<file path="src/design/rrd_pkg.sv">
// Shared types, constants and operation codes for the reversible ring deque.
package rrd_pkg;

    // Ring store geometry
    localparam int DEPTH  = 1024;
    localparam int ADDR_W = $clog2(DEPTH);
    localparam int CNT_W  = $clog2(DEPTH + 1);
    localparam int WORD_W = 32;

    typedef logic [2:0]               rrd_func_t;
    typedef logic [1:0]               rrd_status_t;
    typedef logic signed [WORD_W-1:0] rrd_word_t;
    typedef logic [ADDR_W-1:0]        rrd_addr_t;
    typedef logic [CNT_W-1:0]         rrd_cnt_t;

    // Operation codes
    localparam rrd_func_t FUNC_PUSH_BACK  = 3'd0;
    localparam rrd_func_t FUNC_PUSH_FRONT = 3'd1;
    localparam rrd_func_t FUNC_POP_BACK   = 3'd2;
    localparam rrd_func_t FUNC_POP_FRONT  = 3'd3;
    localparam rrd_func_t FUNC_REVERSE    = 3'd4;

    // Result status codes
    localparam rrd_status_t ST_OK    = 2'd0;
    localparam rrd_status_t ST_EMPTY = 2'd1;
    localparam rrd_status_t ST_FULL  = 2'd2;

    // Controller to datapath commands
    typedef struct packed {
        logic push;       // accepted push request
        logic pop;        // accepted pop request
        logic flip;       // accepted reverse request
        logic front_req;  // request names the logical front
        logic load_out;   // move pending result into output register
    } rrd_cmd_t;

    // Datapath to controller status
    typedef struct packed {
        logic empty;
        logic full;
    } rrd_stat_t;

endpackage

</file>
<file path="src/design/rrd_ctrl.sv">
// Controller: request acceptance, operation decode and result hand-off.
module rrd_ctrl
    import rrd_pkg::*;
(
    input  logic      clk,
    input  logic      rst_n,
    input  logic      op_valid,
    input  rrd_func_t op_func,
    output logic      op_ready,
    output logic      res_valid,
    input  logic      res_ready,
    input  rrd_stat_t stat,
    output rrd_cmd_t  cmd
);

    localparam logic S_IDLE = 1'b0;
    localparam logic S_RESP = 1'b1;

    logic state_reg;
    logic state_next;
    logic out_valid_reg;
    logic out_valid_next;
    logic accept;
    logic needs_result;
    logic out_free;

    assign op_ready  = (state_reg == S_IDLE);
    assign accept    = op_valid && op_ready;
    assign res_valid = out_valid_reg;
    assign out_free  = !out_valid_reg || res_ready;

    // Decode the request into datapath commands
    always_comb
    begin
        cmd           = '0;
        cmd.front_req = op_func[0];
        if (accept)
        begin
            unique case (op_func)
                FUNC_PUSH_BACK, FUNC_PUSH_FRONT: cmd.push = 1'b1;
                FUNC_POP_BACK, FUNC_POP_FRONT:   cmd.pop  = 1'b1;
                FUNC_REVERSE:                    cmd.flip = 1'b1;
                default:                         ;
            endcase
        end
        cmd.load_out = (state_reg == S_RESP) && out_free;
    end

    // A pop always answers; a push answers only when rejected
    assign needs_result = cmd.pop || (cmd.push && stat.full);

    // State sequencing
    always_comb
    begin
        state_next = state_reg;
        unique case (state_reg)
            S_IDLE:
            begin
                if (needs_result)
                begin
                    state_next = S_RESP;
                end
            end
            S_RESP:
            begin
                if (out_free)
                begin
                    state_next = S_IDLE;
                end
            end
            default: state_next = S_IDLE;
        endcase
    end

    // Output register occupancy
    always_comb
    begin
        if (cmd.load_out)
        begin
            out_valid_next = 1'b1;
        end
        else if (res_ready)
        begin
            out_valid_next = 1'b0;
        end
        else
        begin
            out_valid_next = out_valid_reg;
        end
    end

    always_ff @(posedge clk or negedge rst_n)
    begin
        if (!rst_n)
        begin
            state_reg     <= S_IDLE;
            out_valid_reg <= 1'b0;
        end
        else
        begin
            state_reg     <= state_next;
            out_valid_reg <= out_valid_next;
        end
    end

endmodule

</file>
<file path="config.mk">
export PLATFORM = sky130hd
export DESIGN_NAME = rrd_ctrl
export DESIGN_NICKNAME = d
export VERILOG_FILES = /design/src/design/rrd_pkg.sv /design/src/design/rrd_ctrl.sv
export SDC_FILE = /design/constraint.sdc
export NUM_CORES = 1
export LEC_CHECK = 0
export CORE_AREA = 3 3 40 42
export CTS_CLUSTER_DIAMETER = 120
export DETAILED_ROUTE_END_ITERATION = 6
export DIE_AREA = 0 0 43 45
export DONT_BUFFER_PORTS = 1
export SYNTH_ARGS = -nofsm -noshare
export SYNTH_HDL_FRONTEND = slang
export SYNTH_SLANG_ARGS = --single-unit
</file>
<file path="constraint.sdc">
create_clock -name clk -period 0.87 [get_ports clk]
set_input_delay 0.2175 -clock clk [delete_from_list [all_inputs] [get_ports clk]]
set_output_delay 0.2175 -clock clk [all_outputs]
set_load 0.03 [all_outputs]
</file>
==> impl_metrics.env, run 1 <==
export IMPL_start_util_pct=11.3
export IMPL_power_w=0.000503
export IMPL_syn_area_um2=145
export IMPL_synth_cells=16
export IMPL_status="complete, but fails checks"
export IMPL_holdCritPathClass="input pin to flop"
export IMPL_path_max_fanout=5
export IMPL_initialDrtViolationCount=0
export IMPL_tightest_slew_ns=0.182
export IMPL_grt_max_degree=6
export IMPL_syn_avg_cell_area_um2=9.07
export IMPL_grt_pass1_vias=211
export IMPL_drt_total_wl_um=604
export IMPL_power_density_mw_per_mm2=1440
export IMPL_cts_root_buf="clkbuf_4"
export IMPL_diodes=0
export IMPL_grt_use_total_pct=7.66
export IMPL_overflow=0
export IMPL_cts_clk_slew_worst_paths_ns=0.03
export IMPL_hpwl_um=499
export IMPL_ys_seq_elements=2
export IMPL_fin_crit_sh_pct=150
export IMPL_finalHoldViolCount=0
export IMPL_yosys_top_cells_area="dfrtp_1, buf_4, nand2b_4, o31ai_2, nand2_1"
export IMPL_dieArea_mm2=0.00194
export IMPL_cts_tree="built"
export IMPL_arrival_ns=1.09
export IMPL_route_detailed_drc=0
export IMPL_fin_crit_ns=1.31
export IMPL_yosys_area_top_type="dfrtp_1"
export IMPL_numCtsBuffers=3
export IMPL_crit_path_start_kind="flop"
export IMPL_ir_drop_uv=240
export IMPL_dr_wl_met3_um=214
export IMPL_die_width_um=43
export IMPL_cp_required_ns=0.65
export IMPL_worst_setup_path_type="flop to output pin"
export IMPL_wl_per_cell_um=13.7
export IMPL_num_vias=170
export IMPL_timing_fmax_mhz=764
export IMPL_layout_commonest_cell="buf_4"
export IMPL_vias_per_cell=3.86
export IMPL_layout_common_cells="buf_4, clkbuf_4, buf_12"
export IMPL_rsz0062_at_grt="true"
export IMPL_met1_length_um=137
export IMPL_worstSetupEndpointType="output pin"
export IMPL_synth_top_area_share_pct=34.5
export IMPL_clock_sinks=2
export IMPL_rrSetupSlack_ns=-0.30
export IMPL_die_y_um=45
export IMPL_fin_area_um2=349
export IMPL_port_buffers=0
export IMPL_route_met2_wl_um=253
export IMPL_syn2layout_area_growth_pct=141
export IMPL_place_area_um2=294
export IMPL_clk_latency_ns=0.22
export IMPL_drt_pass1_iterations=1
export IMPL_final_max_slew_viol_count=0
export IMPL_synth_cell_types=13
export IMPL_violations="setup timing"
export IMPL_ant_nets=0
export IMPL_worst_slack_ns=-0.438
export IMPL_slew_headroom_pct=87.8
export IMPL_synth_warnings=0
export IMPL_io_pins=16
export IMPL_setup_violations=7
export IMPL_cts_htree_levels=1
export IMPL_routabilityCongestion=0.800
export IMPL_antenna_found_initial=0
export IMPL_yosysSeqAreaShare_pct=34.5
export IMPL_drive_above_1_share_pct=75.9
export IMPL_final_nets=40
export IMPL_p_leak_nw=0.150
export IMPL_coreArea_mm2=0.00128
export IMPL_cap_violations=0
export IMPL_highest_layer="met3"
export IMPL_synthesis_nets=25
export IMPL_rows=13
export IMPL_cts_buffer_depth=2
export IMPL_skew_ns=0.000176
export IMPL_grt_pass1_wl_um=931
## layout make-up
type,count,area (um^2)
fill,142,936
sequential,2,52.6
inverter,1,3.75
multi-input combinational,11,114
timing repair buffer,12,138
clock buffer,3,22.5
tap,15,18.8
## cells by family after synthesis
kind of cell / Yosys count / synth area share (%)
and+or+nand+nor: 10 / 44.0
buffers and inverters: 3 / 12.9
DFF: 2 / 34.5
AOI/OAI and AO/OA: 1 / 8.62
## per-layer routing
metal | vias up | global-route usage, %
li1 | 79 | -
met1 | 75 | 4.58
met2 | 16 | 9.88
met3 | 0 | 11.2
met4 | 0 | 7.23
met5 | - | 0
## metrics by stage
stage               hold WS, ns  setup TNS, ns  utilization, %  setup slack (ns)  instances
finish                    0.192          -2.36            27.2            -0.438         44
global route              0.186          -2.61            27.2            -0.463         44
CTS                       0.180          -2.50            27.2            -0.465         44
detailed placement      -0.0780         -0.918            22.9            -0.241         38
global placement        -0.0780         -0.787            22.9            -0.210         38
floorplan               -0.0781         -0.822               -            -0.255         16
## what timing repair did
| action | CTS | global route |
|---|---|---|
| gates cloned | 0 | 0 |
| setup buffers | 2 | 0 |
| setup endpoints to repair | 7 | 8 |
| hold buffers | 1 | 0 |
| hold endpoints to repair | 2 | 0 |
| gates resized for setup | 3 | 0 |
## worst max-delay path: stages, from the launching register on
cell	delay [ns]
dfrtp_2	0.46
nor4_4	0.22
buf_4	0.20
## synth_stat cells (all sizes together)
cell type,instances
and2,1
nor4,1
dfrtp,2
nor3,1
nor2,1
nand2,2
nand3b,1
o31ai,1
inv,1
nand2b,2
buf,2
nor3b,1
## power by group
group | internal [W] | switching [W]
clock network | 0.000152 | 0.0000502
registers | 0.000106 | 0.0000154
logic | 0.0000977 | 0.0000817
total | 0.000355 | 0.000147
## path summary, 6_finish.rpt
path,start,to,depth (start not counted)
min,res_ready,state_reg$_DFF_PN0_,2
min reg2reg,res_valid$_DFFE_PN0P_,res_valid$_DFFE_PN0P_,3
max in group asynchronous,rst_n,res_valid$_DFFE_PN0P_,1
max,state_reg$_DFF_PN0_,cmd[2],2
max reg2reg,state_reg$_DFF_PN0_,state_reg$_DFF_PN0_,4
min in group asynchronous,rst_n,state_reg$_DFF_PN0_,1
(Power assumes the default switching activity.)
==> run 2, diff against run 1 <==
Settings changed: CORE_AREA 3 3 40 42 to 2 2 39 41, DIE_AREA 0 0 43 45 to 0 0 41 43.
==> run 2 against run 1 <==
  * The flow still finishes with violations (setup timing)
  * Final area is 6.1% lower
  * First-iteration DRC count is 1 higher
  * Final cell count is 4.5% lower
  * Global-route usage is 1.7 points lower
  * Combinational power is 13% lower
  * Via count is 14% lower
  * Non-clock buffer count is 3 lower
  * Critical path type unchanged
  * Largest power group unchanged
==> impl_metrics.env, run 2 (same netlist as run 1, synthesis figures left out) <==
export IMPL_status="complete, but fails checks"
export IMPL_violations="setup timing"
export IMPL_worst_setup_path_type="flop to output pin"
export IMPL_numCtsBuffers=3
export IMPL_route_detailed_drc=0
export IMPL_cts_root_buf="clkbuf_4"
export IMPL_finalSetupTns_ns=-2.08
export IMPL_crit_path_start_kind="flop"
export IMPL_skew_ns=0.00599
export IMPL_start_util_pct=10.5
export IMPL_dr_wl_met3_um=69
export IMPL_power_density_mw_per_mm2=1480
export IMPL_worstSetupEndpointType="output pin"
export IMPL_drt_pass1_iterations=2
export IMPL_syn2layout_area_growth_pct=126
export IMPL_setup_violations=6
export IMPL_dieArea_mm2=0.00176
export IMPL_die_y_um=43
export IMPL_grt_use_total_pct=5.93
export IMPL_slew_headroom_pct=85.5
export IMPL_tightest_slew_ns=0.218
export IMPL_overflow=0
export IMPL_initialDrtViolationCount=1
export IMPL_wl_per_cell_um=8.60
export IMPL_path_max_fanout=7
export IMPL_die_width_um=41
export IMPL_num_vias=147
export IMPL_port_buffers=0
export IMPL_drt_total_wl_um=361
export IMPL_antenna_found_initial=0
export IMPL_fin_crit_sh_pct=152
export IMPL_grt_pass1_vias=168
export IMPL_cp_required_ns=0.65
export IMPL_cts_htree_levels=1
export IMPL_p_leak_nw=0.134
export IMPL_clk_latency_ns=0.23
export IMPL_clock_sinks=2
export IMPL_cts_clk_slew_worst_paths_ns=0.03
export IMPL_arrival_ns=1.10
export IMPL_met1_length_um=144
export IMPL_grt_pass1_wl_um=621
export IMPL_worst_slack_ns=-0.452
export IMPL_dp_slack_ns=-0.225
export IMPL_ir_drop_uv=512
export IMPL_rows=14
export IMPL_diodes=0
export IMPL_routabilityCongestion=0.582
export IMPL_post_cts_buffers=0
export IMPL_ant_nets=0
export IMPL_timing_fmax_mhz=756
export IMPL_io_pins=16
export IMPL_holdCritPathClass="input pin to flop"
export IMPL_grt_max_degree=8
export IMPL_cap_violations=0
export IMPL_coreArea_mm2=0.00138
export IMPL_highest_layer="met3"
export IMPL_layout_common_cells="clkbuf_4, buf_12, buf_4"
export IMPL_drive_above_1_share_pct=69.2
export IMPL_route_met2_wl_um=148
export IMPL_rsz0062_at_grt="true"
export IMPL_fin_crit_ns=1.32
export IMPL_rrSetupSlack_ns=0.04
export IMPL_vias_per_cell=3.50
export IMPL_final_nets=37
export IMPL_finalHoldViolCount=0
export IMPL_cts_buffer_depth=2
export IMPL_cts_tree="built"
export IMPL_final_max_slew_viol_count=0
[run 2: changes by cell type in the layout (fill, tap and decap cells not counted)]
| cell | before | now |
|---|---|---|
| buf_4 | 6 | 3 |
| inv_1 | 0 | 1 |
| inv_2 | 1 | 0 |
[run 2: critical path, stage by stage (launching register included)]
cell     delay, ns
dfrtp_2       0.47
nor4_4        0.21
buf_4         0.19
[run 2: area by class of cell]
cell class	instances	area, um^2
Clock buffer	3	22.5
Fill cell	153	1060
Inverter	1	3.75
Multi-Input combinational cell	11	114
Sequential cell	2	52.6
Tap cell	16	20.0
Timing Repair Buffer	9	115
[run 2: layer usage]
metal / GRT usage [%] / vias up
li1: - / 74
met1: 5.48 / 61
met4: 4.67 / 0
met5: 0 / -
met2: 6.25 / 12
met3: 7.85 / 0
[run 2: final timing paths]
kind | from | endpoint | cells after the start
setup / recovery | state_reg$_DFF_PN0_ | cmd[2] | 2
hold / removal | res_ready | state_reg$_DFF_PN0_ | 2
setup reg to reg | res_valid$_DFFE_PN0P_ | state_reg$_DFF_PN0_ | 3
hold reg to reg | state_reg$_DFF_PN0_ | state_reg$_DFF_PN0_ | 1
max in group asynchronous | rst_n | state_reg$_DFF_PN0_ | 1
min in group asynchronous | rst_n | res_valid$_DFFE_PN0P_ | 1
[run 2: through the flow]
step                std cells  hold slack (ns)  util (%)  power (W)  instance area (um^2)
floorplan                  16          -0.0781         -   0.000215                   189
global placement           38          -0.0780      20.8   0.000270                   288
global route               42            0.205      23.7   0.000524                   328
CTS                        42            0.196      23.7   0.000502                   328
finish                     42            0.211      23.7   0.000485                   328
detailed placement         38          -0.0780      20.8   0.000270                   288
[run 2: report_power, final]
group | switching, W | internal [W] | total, W
sequential | 0.0000169 | 0.000106 | 0.000123
combinational | 0.0000719 | 0.0000843 | 0.000156
clock | 0.0000538 | 0.000152 | 0.000206
total | 0.000143 | 0.000342 | 0.000485
[run 2: what timing repair did]
item,in CTS,in global routing
endpoints found under the setup margin,6,7
pin swaps,0,2
endpoints found under the hold margin,2,0
hold buffers,1,0
gates resized for setup,2,0
